## config.mk

```make
export PLATFORM = sky130hd
export DESIGN_NAME = sensor_event_detector_bank_core
export DESIGN_NICKNAME = d
export VERILOG_FILES = /design/src/rtl/core/sedb_pkg.sv /design/src/rtl/core/sedb_ctrl.sv /design/src/rtl/core/sedb_datapath.sv /design/src/rtl/core/sensor_event_detector_bank_core.sv
export SDC_FILE = /design/constraint.sdc
export NUM_CORES = 1
export LEC_CHECK = 0
export BUFFER_PORTS_ARGS = -buffer_cell sky130_fd_sc_hd__buf_4
export CAP_MARGIN = 0
export CORE_AREA = 2 2 260 262
export CTS_BUF_LIST = sky130_fd_sc_hd__clkbuf_4
export DETAILED_ROUTE_END_ITERATION = 7
export DIE_AREA = 0 0 262 264
export GPL_ROUTABILITY_DRIVEN = 0
export PLACE_DENSITY = 0.89
export SLEW_MARGIN = 20
export SYNTH_ARGS = -nofsm -noshare
export SYNTH_HDL_FRONTEND = slang
export SYNTH_SLANG_ARGS = --single-unit
export TNS_END_PERCENT = 100
```

## constraint.sdc

```tcl
create_clock -name clk -period 6.2 [get_ports clk]
set_input_delay 0.31 -clock clk [delete_from_list [all_inputs] [get_ports clk]]
set_output_delay 0.31 -clock clk [all_outputs]
set_load 0.005 [all_outputs]
```

## src/rtl/core/sedb_pkg.sv

```systemverilog
// ----------------------------------------------------------------------------
// sedb_pkg
// Shared constants, types and detector decode for the event detector bank.
// ----------------------------------------------------------------------------
package sedb_pkg;

    localparam int CHANNELS    = 16;
    localparam int DETECTORS   = 32;
    localparam int MAX_RESULTS = 32;

    localparam int CH_IDX_W  = $clog2(CHANNELS);
    localparam int DET_IDX_W = $clog2(DETECTORS);
    localparam int DET_CNT_W = $clog2(DETECTORS + 1);

    localparam logic [7:0] FULL_SCALE = 8'd255;

    // op codes
    localparam logic [1:0] OP_SAMPLE = 2'd0;
    localparam logic [1:0] OP_ADD    = 2'd1;
    localparam logic [1:0] OP_TICK   = 2'd2;

    // result status codes
    localparam logic [1:0] ST_FIRED = 2'd0;
    localparam logic [1:0] ST_ADDED = 2'd1;
    localparam logic [1:0] ST_FULL  = 2'd2;

    // detector kinds
    localparam logic [3:0] KIND_LOGIC_CHANGE  = 4'd0;
    localparam logic [3:0] KIND_STATE_REACHED = 4'd1;
    localparam logic [3:0] KIND_ANALOG_CHANGE = 4'd2;
    localparam logic [3:0] KIND_CROSSING      = 4'd3;
    localparam logic [3:0] KIND_RISE          = 4'd4;
    localparam logic [3:0] KIND_FALL          = 4'd5;
    localparam logic [3:0] KIND_WIN_ENTER     = 4'd6;
    localparam logic [3:0] KIND_WIN_LEAVE     = 4'd7;
    localparam logic [3:0] KIND_ZERO          = 4'd8;
    localparam logic [3:0] KIND_SATURATION    = 4'd9;

    typedef struct packed {
        logic [3:0] channel;
        logic [3:0] kind;
        logic [7:0] level_a;
        logic [7:0] level_b;
    } det_entry_t;

    // controller -> datapath
    typedef struct packed {
        logic start;       // input beat accepted
        logic step;        // advance table walk
        logic load_hit;    // capture current hit into pending slot
        logic push_pend;   // move pending slot to output register
        logic push_last;   // last flag for the pushed beat
        logic clear_pend;  // pending slot consumed
    } sedb_cmd_t;

    // datapath -> controller
    typedef struct packed {
        logic hit;
        logic pend_valid;
        logic out_free;
        logic issue_ok;
        logic ev_valid;
    } sedb_sts_t;

    function automatic logic lvl_rise(input logic [7:0] now, input logic [7:0] prev,
                                      input logic [7:0] lvl);
        return (now >= lvl) && (prev < lvl);
    endfunction

    function automatic logic lvl_fall(input logic [7:0] now, input logic [7:0] prev,
                                      input logic [7:0] lvl);
        return (now < lvl) && (prev >= lvl);
    endfunction

    function automatic logic in_window(input logic [7:0] v, input logic [7:0] lo,
                                       input logic [7:0] hi);
        return (v >= lo) && (v < hi);
    endfunction

    function automatic logic det_fires(input det_entry_t d, input logic [7:0] now,
                                       input logic [7:0] prev);
        logic f;
        f = 1'b0;
        case (d.kind) inside
            KIND_LOGIC_CHANGE, KIND_ANALOG_CHANGE: f = (now != prev);
            KIND_STATE_REACHED: f = (now != prev) && (now == d.level_a);
            KIND_CROSSING:  f = lvl_rise(now, prev, d.level_a) ||
                                lvl_fall(now, prev, d.level_a);
            KIND_RISE:      f = lvl_rise(now, prev, d.level_a);
            KIND_FALL:      f = lvl_fall(now, prev, d.level_a);
            KIND_WIN_ENTER: f = in_window(now, d.level_a, d.level_b) &&
                                !in_window(prev, d.level_a, d.level_b);
            KIND_WIN_LEAVE: f = lvl_fall(now, prev, d.level_a) ||
                                lvl_rise(now, prev, d.level_b);
            KIND_ZERO:       f = (now == 8'd0);
            KIND_SATURATION: f = (now == FULL_SCALE);
            default:         f = 1'b0;  // unknown kinds never fire
        endcase
        return f;
    endfunction

endpackage

```

## src/rtl/core/sedb_ctrl.sv

```systemverilog
// ----------------------------------------------------------------------------
// sedb_ctrl
// Sequencer: accepts input beats, runs the table walk, drains results.
// ----------------------------------------------------------------------------
module sedb_ctrl (
    input  logic                clk,
    input  logic                rst_n,
    input  logic                in_valid,
    output logic                in_ready,
    input  logic [1:0]          op,
    input  logic [3:0]          channel,
    input  sedb_pkg::sedb_sts_t sts,
    output sedb_pkg::sedb_cmd_t cmd
);

    localparam logic [1:0] S_IDLE  = 2'd0;
    localparam logic [1:0] S_SCAN  = 2'd1;
    localparam logic [1:0] S_DRAIN = 2'd2;

    logic [1:0] state_reg;
    logic [1:0] state_next;
    logic       stall;
    logic       ch_ok;

    assign ch_ok    = (channel < sedb_pkg::CHANNELS);
    assign in_ready = (state_reg == S_IDLE);
    // a new hit needs the pending slot emptied first
    assign stall    = sts.hit && sts.pend_valid && !sts.out_free;

    always_comb
    begin
        state_next = state_reg;
        cmd        = '0;
        unique case (state_reg)
            S_IDLE:
            begin
                if (in_valid)
                begin
                    cmd.start = 1'b1;
                    if (op == sedb_pkg::OP_SAMPLE && ch_ok)
                        state_next = S_SCAN;
                    else if (op == sedb_pkg::OP_ADD)
                        state_next = S_DRAIN;
                end
            end
            S_SCAN:
            begin
                cmd.step      = !stall;
                cmd.load_hit  = sts.hit && !stall;
                cmd.push_pend = sts.hit && sts.pend_valid && sts.out_free;
                if (!sts.issue_ok && !sts.ev_valid)
                    state_next = sts.pend_valid ? S_DRAIN : S_IDLE;
            end
            S_DRAIN:
            begin
                if (sts.out_free)
                begin
                    cmd.push_pend  = 1'b1;
                    cmd.push_last  = 1'b1;
                    cmd.clear_pend = 1'b1;
                    state_next     = S_IDLE;
                end
            end
            default:
            begin
                state_next = S_IDLE;
            end
        endcase
    end

    always_ff @(posedge clk or negedge rst_n)
    begin
        if (!rst_n)
            state_reg <= S_IDLE;
        else
            state_reg <= state_next;
    end

endmodule

```

## src/rtl/core/sedb_datapath.sv

```systemverilog
// ----------------------------------------------------------------------------
// sedb_datapath
// Channel history, detector table memory, walk pipeline and result register.
// ----------------------------------------------------------------------------
module sedb_datapath (
    input  logic                clk,
    input  logic                rst_n,
    input  sedb_pkg::sedb_cmd_t cmd,
    output sedb_pkg::sedb_sts_t sts,
    input  logic [1:0]          op,
    input  logic [3:0]          channel,
    input  logic [7:0]          sample,
    input  logic [3:0]          kind,
    input  logic [7:0]          level_a,
    input  logic [7:0]          level_b,
    output logic                out_valid,
    input  logic                out_ready,
    output logic [4:0]          detector_index,
    output logic [7:0]          value,
    output logic [31:0]         event_time,
    output logic [1:0]          status,
    output logic                last
);

    localparam int IW = sedb_pkg::DET_IDX_W;
    localparam int CW = sedb_pkg::DET_CNT_W;
    localparam int CH_IDX_W_L = sedb_pkg::CH_IDX_W;

    logic [7:0]             prev_val_reg [sedb_pkg::CHANNELS];
    sedb_pkg::det_entry_t   det_mem      [sedb_pkg::DETECTORS];
    sedb_pkg::det_entry_t   rd_data_reg;

    logic [CW-1:0]  det_count_reg;
    logic [31:0]    tick_reg;

    logic [3:0]     ch_reg;
    logic [7:0]     smp_reg;
    logic [7:0]     prev_reg;

    logic [CW-1:0]  scan_addr_reg;
    logic           ev_valid_reg;
    logic [IW-1:0]  ev_idx_reg;

    logic           pend_valid_reg;
    logic [4:0]     pend_idx_reg;
    logic [7:0]     pend_val_reg;
    logic [31:0]    pend_time_reg;
    logic [1:0]     pend_st_reg;

    logic           out_valid_reg;
    logic [4:0]     out_idx_reg;
    logic [7:0]     out_val_reg;
    logic [31:0]    out_time_reg;
    logic [1:0]     out_st_reg;
    logic           out_last_reg;

    logic           start_smp;
    logic           start_add;
    logic           table_full;
    logic           issue_ok;
    logic           rd_en;
    logic           hit;
    logic [CH_IDX_W_L-1:0] ch_idx;

    assign ch_idx     = channel[CH_IDX_W_L-1:0];
    assign start_smp  = cmd.start && (op == sedb_pkg::OP_SAMPLE) &&
                        (channel < sedb_pkg::CHANNELS);
    assign start_add  = cmd.start && (op == sedb_pkg::OP_ADD);
    assign table_full = (det_count_reg >= CW'(sedb_pkg::DETECTORS));
    assign issue_ok   = (scan_addr_reg < det_count_reg);
    assign rd_en      = cmd.step && issue_ok;
    assign hit        = ev_valid_reg && (rd_data_reg.channel == ch_reg) &&
                        sedb_pkg::det_fires(rd_data_reg, smp_reg, prev_reg);

    assign sts.hit        = hit;
    assign sts.pend_valid = pend_valid_reg;
    assign sts.out_free   = !out_valid_reg || out_ready;
    assign sts.issue_ok   = issue_ok;
    assign sts.ev_valid   = ev_valid_reg;

    // per-channel history, reset to zero
    always_ff @(posedge clk or negedge rst_n)
    begin
        if (!rst_n)
        begin
            for (int i = 0; i < sedb_pkg::CHANNELS; i++)
                prev_val_reg[i] <= 8'd0;
        end
        else if (start_smp)
        begin
            prev_val_reg[ch_idx] <= sample;
        end
    end

    // detector table: one write port (add), one registered read port (walk)
    always_ff @(posedge clk)
    begin
        if (start_add && !table_full)
            det_mem[det_count_reg[IW-1:0]] <= {channel, kind, level_a, level_b};
        if (rd_en)
            rd_data_reg <= det_mem[scan_addr_reg[IW-1:0]];
    end

    // sample latch, no reset needed
    always_ff @(posedge clk)
    begin
        if (start_smp)
        begin
            ch_reg   <= channel;
            smp_reg  <= sample;
            prev_reg <= prev_val_reg[ch_idx];
        end
        if (rd_en)
            ev_idx_reg <= scan_addr_reg[IW-1:0];
    end

    always_ff @(posedge clk or negedge rst_n)
    begin
        if (!rst_n)
        begin
            det_count_reg  <= '0;
            tick_reg       <= 32'd0;
            scan_addr_reg  <= '0;
            ev_valid_reg   <= 1'b0;
            pend_valid_reg <= 1'b0;
            out_valid_reg  <= 1'b0;
        end
        else
        begin
            if (cmd.start && op == sedb_pkg::OP_TICK)
                tick_reg <= tick_reg + 32'd1;
            if (start_add && !table_full)
                det_count_reg <= det_count_reg + CW'(1);

            if (start_smp)
            begin
                scan_addr_reg <= '0;
                ev_valid_reg  <= 1'b0;
            end
            else if (cmd.step)
            begin
                ev_valid_reg <= issue_ok;
                if (issue_ok)
                    scan_addr_reg <= scan_addr_reg + CW'(1);
            end

            if (cmd.start)
                pend_valid_reg <= start_add;
            else if (cmd.load_hit)
                pend_valid_reg <= 1'b1;
            else if (cmd.clear_pend)
                pend_valid_reg <= 1'b0;

            if (cmd.push_pend)
                out_valid_reg <= 1'b1;
            else if (out_ready)
                out_valid_reg <= 1'b0;
        end
    end

    // pending slot and result register payload
    always_ff @(posedge clk)
    begin
        if (start_add)
        begin
            pend_idx_reg  <= table_full ? 5'd0 : det_count_reg[4:0];
            pend_val_reg  <= 8'd0;
            pend_time_reg <= tick_reg;
            pend_st_reg   <= table_full ? sedb_pkg::ST_FULL : sedb_pkg::ST_ADDED;
        end
        else if (cmd.load_hit)
        begin
            pend_idx_reg  <= 5'(ev_idx_reg);
            pend_val_reg  <= smp_reg;
            pend_time_reg <= tick_reg;
            pend_st_reg   <= sedb_pkg::ST_FIRED;
        end
        if (cmd.push_pend)
        begin
            out_idx_reg  <= pend_idx_reg;
            out_val_reg  <= pend_val_reg;
            out_time_reg <= pend_time_reg;
            out_st_reg   <= pend_st_reg;
            out_last_reg <= cmd.push_last;
        end
    end

    assign out_valid      = out_valid_reg;
    assign detector_index = out_idx_reg;
    assign value          = out_val_reg;
    assign event_time     = out_time_reg;
    assign status         = out_st_reg;
    assign last           = out_last_reg;

endmodule

```

## src/rtl/core/sensor_event_detector_bank_core.sv

```systemverilog
// ----------------------------------------------------------------------------
// sensor_event_detector_bank_core
// Table of up to 32 threshold/window detectors over 16 sensor channels.
// ----------------------------------------------------------------------------
// Usage:
//   Input channel (in_valid/in_ready) carries one beat per command: op 0 is a
//   sample for a channel, op 1 adds a detector, op 2 advances the tick time,
//   op 3 is dropped. in_ready is high only while the sequencer is idle.
//   Output channel (out_valid/out_ready) carries result beats; last marks the
//   final beat of the command. Adds give exactly one beat (added or full).
//   Ticks and quiet samples give none.
// Timing:
//   A tick leaves the sequencer idle; an add result passes through the pending
//   slot into the result register. A sample walks the detector table one entry
//   per cycle through the table memory's single read port, unless a firing
//   detector waits on a full result register. The block takes one command at a
//   time.
// Reset clears the channel history, detector count and tick time; table
//   entries are only valid once written. When the receiver stalls, the walk
//   holds on the next firing detector until the result register drains.
// ----------------------------------------------------------------------------
module sensor_event_detector_bank_core (
    input  logic        clk,
    input  logic        rst_n,
    input  logic        in_valid,
    output logic        in_ready,
    input  logic [1:0]  op,
    input  logic [3:0]  channel,
    input  logic [7:0]  sample,
    input  logic [3:0]  kind,
    input  logic [7:0]  level_a,
    input  logic [7:0]  level_b,
    output logic        out_valid,
    input  logic        out_ready,
    output logic [4:0]  detector_index,
    output logic [7:0]  value,
    output logic [31:0] event_time,
    output logic [1:0]  status,
    output logic        last
);

    sedb_pkg::sedb_cmd_t cmd;
    sedb_pkg::sedb_sts_t sts;

    // sequencer: decides when to walk, when to push a beat, and the last flag
    sedb_ctrl u_ctrl (
        .clk      (clk),
        .rst_n    (rst_n),
        .in_valid (in_valid),
        .in_ready (in_ready),
        .op       (op),
        .channel  (channel),
        .sts      (sts),
        .cmd      (cmd)
    );

    // storage and compare; one pending hit is held back so the last flag
    // can be set once the walk knows no later detector fires
    sedb_datapath u_dp (
        .clk            (clk),
        .rst_n          (rst_n),
        .cmd            (cmd),
        .sts            (sts),
        .op             (op),
        .channel        (channel),
        .sample         (sample),
        .kind           (kind),
        .level_a        (level_a),
        .level_b        (level_b),
        .out_valid      (out_valid),
        .out_ready      (out_ready),
        .detector_index (detector_index),
        .value          (value),
        .event_time     (event_time),
        .status         (status),
        .last           (last)
    );

    // idle sequencer never leaves a held-back result behind
    a_idle_no_pend: assert property (@(posedge clk) disable iff (!rst_n)
        in_ready |-> !sts.pend_valid)
        else $error("pending result left while idle");

    // add/full results always close their command
    a_add_last: assert property (@(posedge clk) disable iff (!rst_n)
        out_valid && (status != sedb_pkg::ST_FIRED) |-> last)
        else $error("add result without last");

    // add results carry a zero value
    a_add_value: assert property (@(posedge clk) disable iff (!rst_n)
        out_valid && (status == sedb_pkg::ST_ADDED) |-> (value == 8'd0))
        else $error("add result with nonzero value");

    // a walk blocked on a full result register keeps its hit
    a_stall_hold: assert property (@(posedge clk) disable iff (!rst_n)
        !in_ready && sts.hit && sts.pend_valid && !sts.out_free |=> sts.hit)
        else $error("hit lost during stall");

endmodule

```

# Yosys cells after proc, flatten, opt, wreduce, memory -nomap -nowiden
# Memory sizes are Yosys's and may differ from the RTL's. A register that Yosys moved wholly into a read port is not among the register bits.
# Index checks and enable logic that the tools add are counted.
# classes
n_addsub	3
multipliers	0
n_div	0
magnitude_cmp	11
eq_ne	21
shift	0
mux	48
bitwise	1
reduce_logical	42
# op_table
cell	n
128-bit bitwise mux	1
32-bit 2-to-1 mux	2
32-bit by 1-bit adder with 32-bit output, second input constant	1
8-bit binary-select mux with 4-bit select	1
8-bit demux with 4-bit select	1
8-bit < comparator	4
8-bit >= comparator	3
8-bit 2-to-1 mux	3
1-bit 2-to-1 mux	21
1-bit logical AND	20
2-bit 2-to-1 mux	10
6-bit 2-to-1 mux	3
4-bit by 3-bit == test with 1-bit output, second input constant	4
5-bit 2-to-1 mux	3
6-bit by 1-bit adder with 6-bit output, second input constant	2
4-bit by 2-bit == test with 1-bit output, second input constant	2
4-bit == test, second input constant	2
8-bit == test	1
8-bit == test, second input constant	1
8-bit logical NOT	1
8-bit inequality test	1
2-bit nonzero test	4
1-bit logical NOT	7
6-bit >= comparator, second input constant	1
21 further kinds	27
# word_totals
register_bits	297
latch_bits	0
ramBits	768
rom_bits	0
inputBits	38
output_inout_bits	50
word_cells	163
mem_count	1
# mem_list
memory	depth	width	read_ports	rd_ports_with_merged_regs	write_ports	line_no	text
u_dp.det_mem	32	24	1	1	1	sedb_datapath.sv:30	sedb_pkg::det_entry_t det_mem [sedb_pkg::DETECTORS];

# Logic depth before layout (Yosys ltp)
# logic_depth
depth_word	18
depth_mapped	12
depth_no_buf	12

# Cells and area by module
# From an unflattened synthesis, not the netlist that was laid out.
# hier_totals
hier_cells	2050
hier_area_um2	43063.8
# modules_own_cells
mod	n_inst	cells_per_inst	area_each_um2	seq_area_each_um2
sedb_datapath	1	2020	42796.0	31685.4
sedb_ctrl	1	30	267.8	50.0

# Worst setup path before layout
# No wires, ideal clock.
# synth_timing
kind	reg-to-reg
from	register u_dp.smp_reg[7]
to	register u_dp.out_idx_reg[0] (netlist: u_dp.detector_index[0]) (enable)
setup_time_ns	0.454
arrival_time_ns	4.313
required_time_ns	5.746
path_slack_ns	1.433
path_stages_with_launch	10
path_buffers	0
period_less_slack_ns	4.767
cell_sequence	edfxtp_1 -> ha_1 -> nand4_1 -> a31o_1 -> a2111oi_4 -> a21oi_2 -> o311ai_2 -> a41o_2 -> nand2_1 -> nor2_1
# synth_rtl
item	line_no	text
start, declared	sedb_datapath.sv:37	logic [7:0] smp_reg;
start signal, assigned	sedb_datapath.sv:110	smp_reg <= sample;
end signal, assigned	sedb_datapath.sv:180	out_idx_reg <= pend_idx_reg;
end, declared	sedb_datapath.sv:51	logic [4:0] out_idx_reg;

# Final worst setup path
# layout_timing
from	register u_dp.smp_reg[7]
to	register u_dp.pend_valid_reg
# layout_between
elab_chain_len	18
elab_cells_between_ends	34
classes_between	4 x order compare; 3 x eq/ne; 12 x mux; 15 x reduce/logical
# layout_lines
item	line_no	text
8-bit < comparator, or another cell as far along	sedb_pkg.sv:72	return (now < lvl) && (prev >= lvl);
1-bit logical AND, or another cell as far along	sedb_pkg.sv:72	
1-bit logical OR / 1-bit 2-to-1 mux (equally long branches)	sedb_pkg.sv:93, sedb_pkg.sv:84	
1-bit 2-to-1 mux (6 in series)	sedb_pkg.sv:84	case (d.kind) inside
1-bit 2-to-1 mux (*)	sedb_pkg.sv:84	
1-bit logical AND (*)	sedb_datapath.sv:72	assign hit = ev_valid_reg && (rd_data_reg.channel == ch_reg) &&
1-bit logical AND (2 in series)	sedb_ctrl.sv:28	assign stall = sts.hit && sts.pend_valid && !sts.out_free;
1-bit logical NOT	sedb_ctrl.sv:49	cmd.load_hit = sts.hit && !stall;
1-bit logical AND (*)	sedb_ctrl.sv:49	
2-bit 2-to-1 mux (*)	sedb_ctrl.sv:34	unique case (state_reg)
1-bit 2-to-1 mux	sedb_datapath.sv:149	else if (cmd.load_hit)
1-bit 2-to-1 mux	sedb_datapath.sv:147	if (cmd.start)
end signal, assigned	sedb_datapath.sv:148	pend_valid_reg <= start_add;
end, declared	sedb_datapath.sv:44	logic pend_valid_reg;
# Mark *: on every way between the ends. The rest lies on a longest branch, timed or not.
# A chain may end at the register's enable or synchronous reset.

==> out/results.txt <==
Largest register FFs: 768
Gr busiest metal: met2
Final hold viol count: 0
Highest-count cells in the layout ignoring fill and taps: edfxtp_1, clkbuf_4, mux4_2
Sw power: 0.00477 W
Iteration-0 DRC Markers: 2,707
Row cnt: 95
IO Count: 88
Largest net degree at the start of global routing: 163
CTS tree: built
Register area share after synthesis: 74.0%
Crit-path slowest cell: nand4_1
RR Startpoint: u_dp.smp_reg[7]
LEAKAGE: 17.1 nW
Min-delay src: sample[4]
Pwr per Cell Area: 374 mW/mm^2
Setup TNS: 0 ns
Layout cell share with drive strength beyond 1: 40.0%
F_max: 220 MHz
Final wirelength: 96.5 mm
Reg2reg setup slack: 1.65 ns
Cts repair resizes: 0
Clk network pwr share: 31.8%
Slew margin rel.: 29.5%
Synth cell types: 64
Status: complete, no violations
Clock slew at reported path FFs: 0.07 ns
Half-perimeter wire length after detailed placement: 55.8 mm
Synth Net Count: 2,114
Die height: 264 um
Worst setup startpoint: u_dp.smp_reg[7]
FF-to-FF path depth: 11
Dpl cell area: 0.0448 sq mm
M3 GR Usage: 7.60%
Drt drc: 0
Ys flop type: edfxtp_1
Die X: 262 um
Final Util: 72.8%
Pins Over Slew Limit: 0
Delay-heaviest family, CP: compound AO/OA/AOI/OAI gates
Via count: 22,400
Worst Path Buf+Inv: 2
Type of the worst min-delay path: in -> reg
Worst EP required: 7.21 ns
Hold_buf cts: 42
Initial antenna violation count: 2
Hold Crit Depth: 2
CP startpoint kind: flip-flop
Max Cap Viol: 0
GRT Resource Usage Total: 29.0%
Final setup violation count: 0
Postcts setup bufs: 0
Tmin final: 4.55 ns
Cts bufs inserted: 285
Syn avg cell area: 21.1 sq um
Seq pwr share: 48.3%
RSZ-0062 raised after global routing: no
Post-synth EDFFs: 904
Period utilization: 73.3%
Most used cell, CP: dlygate4sd3_1
Grt met2 use: 46.4%
Nets: 2,487
Pre-antenna DRT Iters: 6
Worst Skew: 0.0961 ns
CTS Root Cell: clkbuf_4
Vias in the first global route: 23,700
Overall die area: 0.0692 sq mm
Final instance area: 0.0485 sq mm
FF+latch count, synth: 1,089
Core area: 0.0666 sq mm
WL/cell: 28.0 um
Grt total ovfl: 0
TritonCTS Sinks: 1,089
Pint: 0.0134 W
Max Root-Sink Buffers: 4
Port Buf Inserts: 87
Worst Max-Slew Pin Slew: 1.06 ns
Synthesized area: 0.0429 sq mm
Hold endpoint: u_dp.smp_reg[4]
Fill cells: 3,666
Worst path cell trace: ha_1, a21oi_1, o21ai_0, a2111oi_4, a21oi_2, o311ai_2, nand4_1, a22o_1, dlygate4sd3_1, nand2_1, dlygate4sd3_1
Gate power share: 20.0%
Critical-path maximum fanout: 10
Crit path DAT: 5.55 ns
Switching part of the total: 26.3%
CP Class: reg -> reg
Worst hold margin: 0.126 ns
Synth Warn #: 0
Power Total: 0.0181 W
Cells after Synth: 2,031
VDD IR-drop max: 0.250 mV
Commonest non-fill, non-tap cell in the layout: edfxtp_1
Initial Util: 64.5%
Antenna Nets Post-Route: 0
Maximum cell stage delay along the critical path: 0.64 ns
Skew-Pair Late Insertion Delay: 1.13 ns
Asr flop ratio synth: 16.3%
First-pass GRT wire length: 145 mm
DR vias/cell: 6.50
R2R Path End: u_dp.pend_valid_reg
Crit. End Element: flip-flop
Area delta synth->final: 13.0%
CTS HTree Levels: 5
Met1 usage: 38.9%
-- worst max-delay path by stage --
stage                             endpoint  slack [ns]  depth (start not counted)
floorplan           u_dp.detector_index[0]        1.43                          9
global placement       u_dp.event_time[13]        2.35                          9
detailed placement      u_dp.det_mem[3][4]        2.22                          7
CTS                    u_dp.pend_valid_reg        1.75                         12
global route           u_dp.pend_valid_reg        1.50                         11
finish                 u_dp.pend_valid_reg        1.65                         11
-- metrics by stage --
stage	setup WS, ns	std cells
after floorplan	1.43	2031
after global placement	2.35	2947
after detailed placement	2.22	2948
after CTS	1.75	3443
after global routing	1.50	3444
final	1.65	3444
-- layout make-up --
| cell class | count | area, sq um | area share, % |
|---|---|---|---|
| repair buffers | 174 | 1480 | 3.06 |
| multi-input cells | 823 | 10800 | 22.2 |
| clock inverters | 51 | 246 | 0.509 |
| inverters | 31 | 116 | 0.240 |
| diodes | 1 | 2.50 | 0.00516 |
| well taps | 873 | 1090 | 2.25 |
| flip-flops and latches | 1089 | 31700 | 65.5 |
| clock buffers | 402 | 3020 | 6.23 |
-- worst register-to-register path: stages, from the launching register on --
cell and delay, ns:
edfxtp_1 0.49, ha_1 0.38, a21oi_1 0.19, o21ai_0 0.24
a2111oi_4 0.39, a21oi_2 0.12, o311ai_2 0.43, nand4_1 0.64
a22o_1 0.39, dlygate4sd3_1 0.56, nand2_1 0.07, dlygate4sd3_1 0.57
-- power groups by stage --
stage / logic [W] / clock network (W) / registers (W)
final: 0.00362 / 0.00576 / 0.00874
after floorplan: 0.00259 / 0 / 0.00869
after global placement: 0.00340 / 0 / 0.00887
after detailed placement: 0.00359 / 0 / 0.00890
after CTS: 0.00365 / 0.00587 / 0.00875
after global routing: 0.00383 / 0.00627 / 0.00879
-- routing by layer --
layer  part of all wire, %  wire length [um]
met1                    37             35700
met2                    51             49100
met3                   9.3              8960
met4                   2.9              2770
met5                     0                 0
-- synthesized netlist by cell type, types with 2 or more instances --
master	count	area share [%]
a2111oi_4	2	0.13
a211oi_1	2	0.035
a21o_1	3	0.052
a21oi_1	23	0.27
a31o_2	2	0.041
a31oi_1	2	0.029
a41oi_1	2	0.041
and2_1	3	0.044
and3_1	7	0.10
and4_1	2	0.041
buf_1	8	0.070
buf_2	19	0.22
clkbuf_1	58	0.51
dfrtp_1	177	10
dfxtp_1	8	0.37
edfxtp_1	904	63
ha_1	45	1.3
inv_1	30	0.26
mux2_2	153	4.0
mux2i_1	9	0.21
mux4_2	280	15
nand2_1	56	0.49
nand2b_1	5	0.073
nand3_1	29	0.34
nand4_1	11	0.16
nor2_1	72	0.63
nor2b_1	9	0.13
nor3_1	5	0.058
nor3_2	2	0.047
nor4_1	7	0.10
o21ai_0	10	0.12
o31ai_1	6	0.10
or3_1	2	0.029
xnor2_1	28	0.57
xor2_1	21	0.43
-- cells by family (layout without fill, tap and decap cells) --
family	count (synthesis)	after routing	synth area share [%]
adders and majority gates	45	45	1.31
other	0	1	0
buffers and inverters	119	658	1.14
xor gates and xnor gates	49	49	1.00
muxes	442	442	18.9
DFF	1089	1089	74.0
and+or+nand+nor	215	215	2.34
AOI/OAI and AO/OA	72	72	1.31
Note: power is estimated with default switching activity, not from simulation.
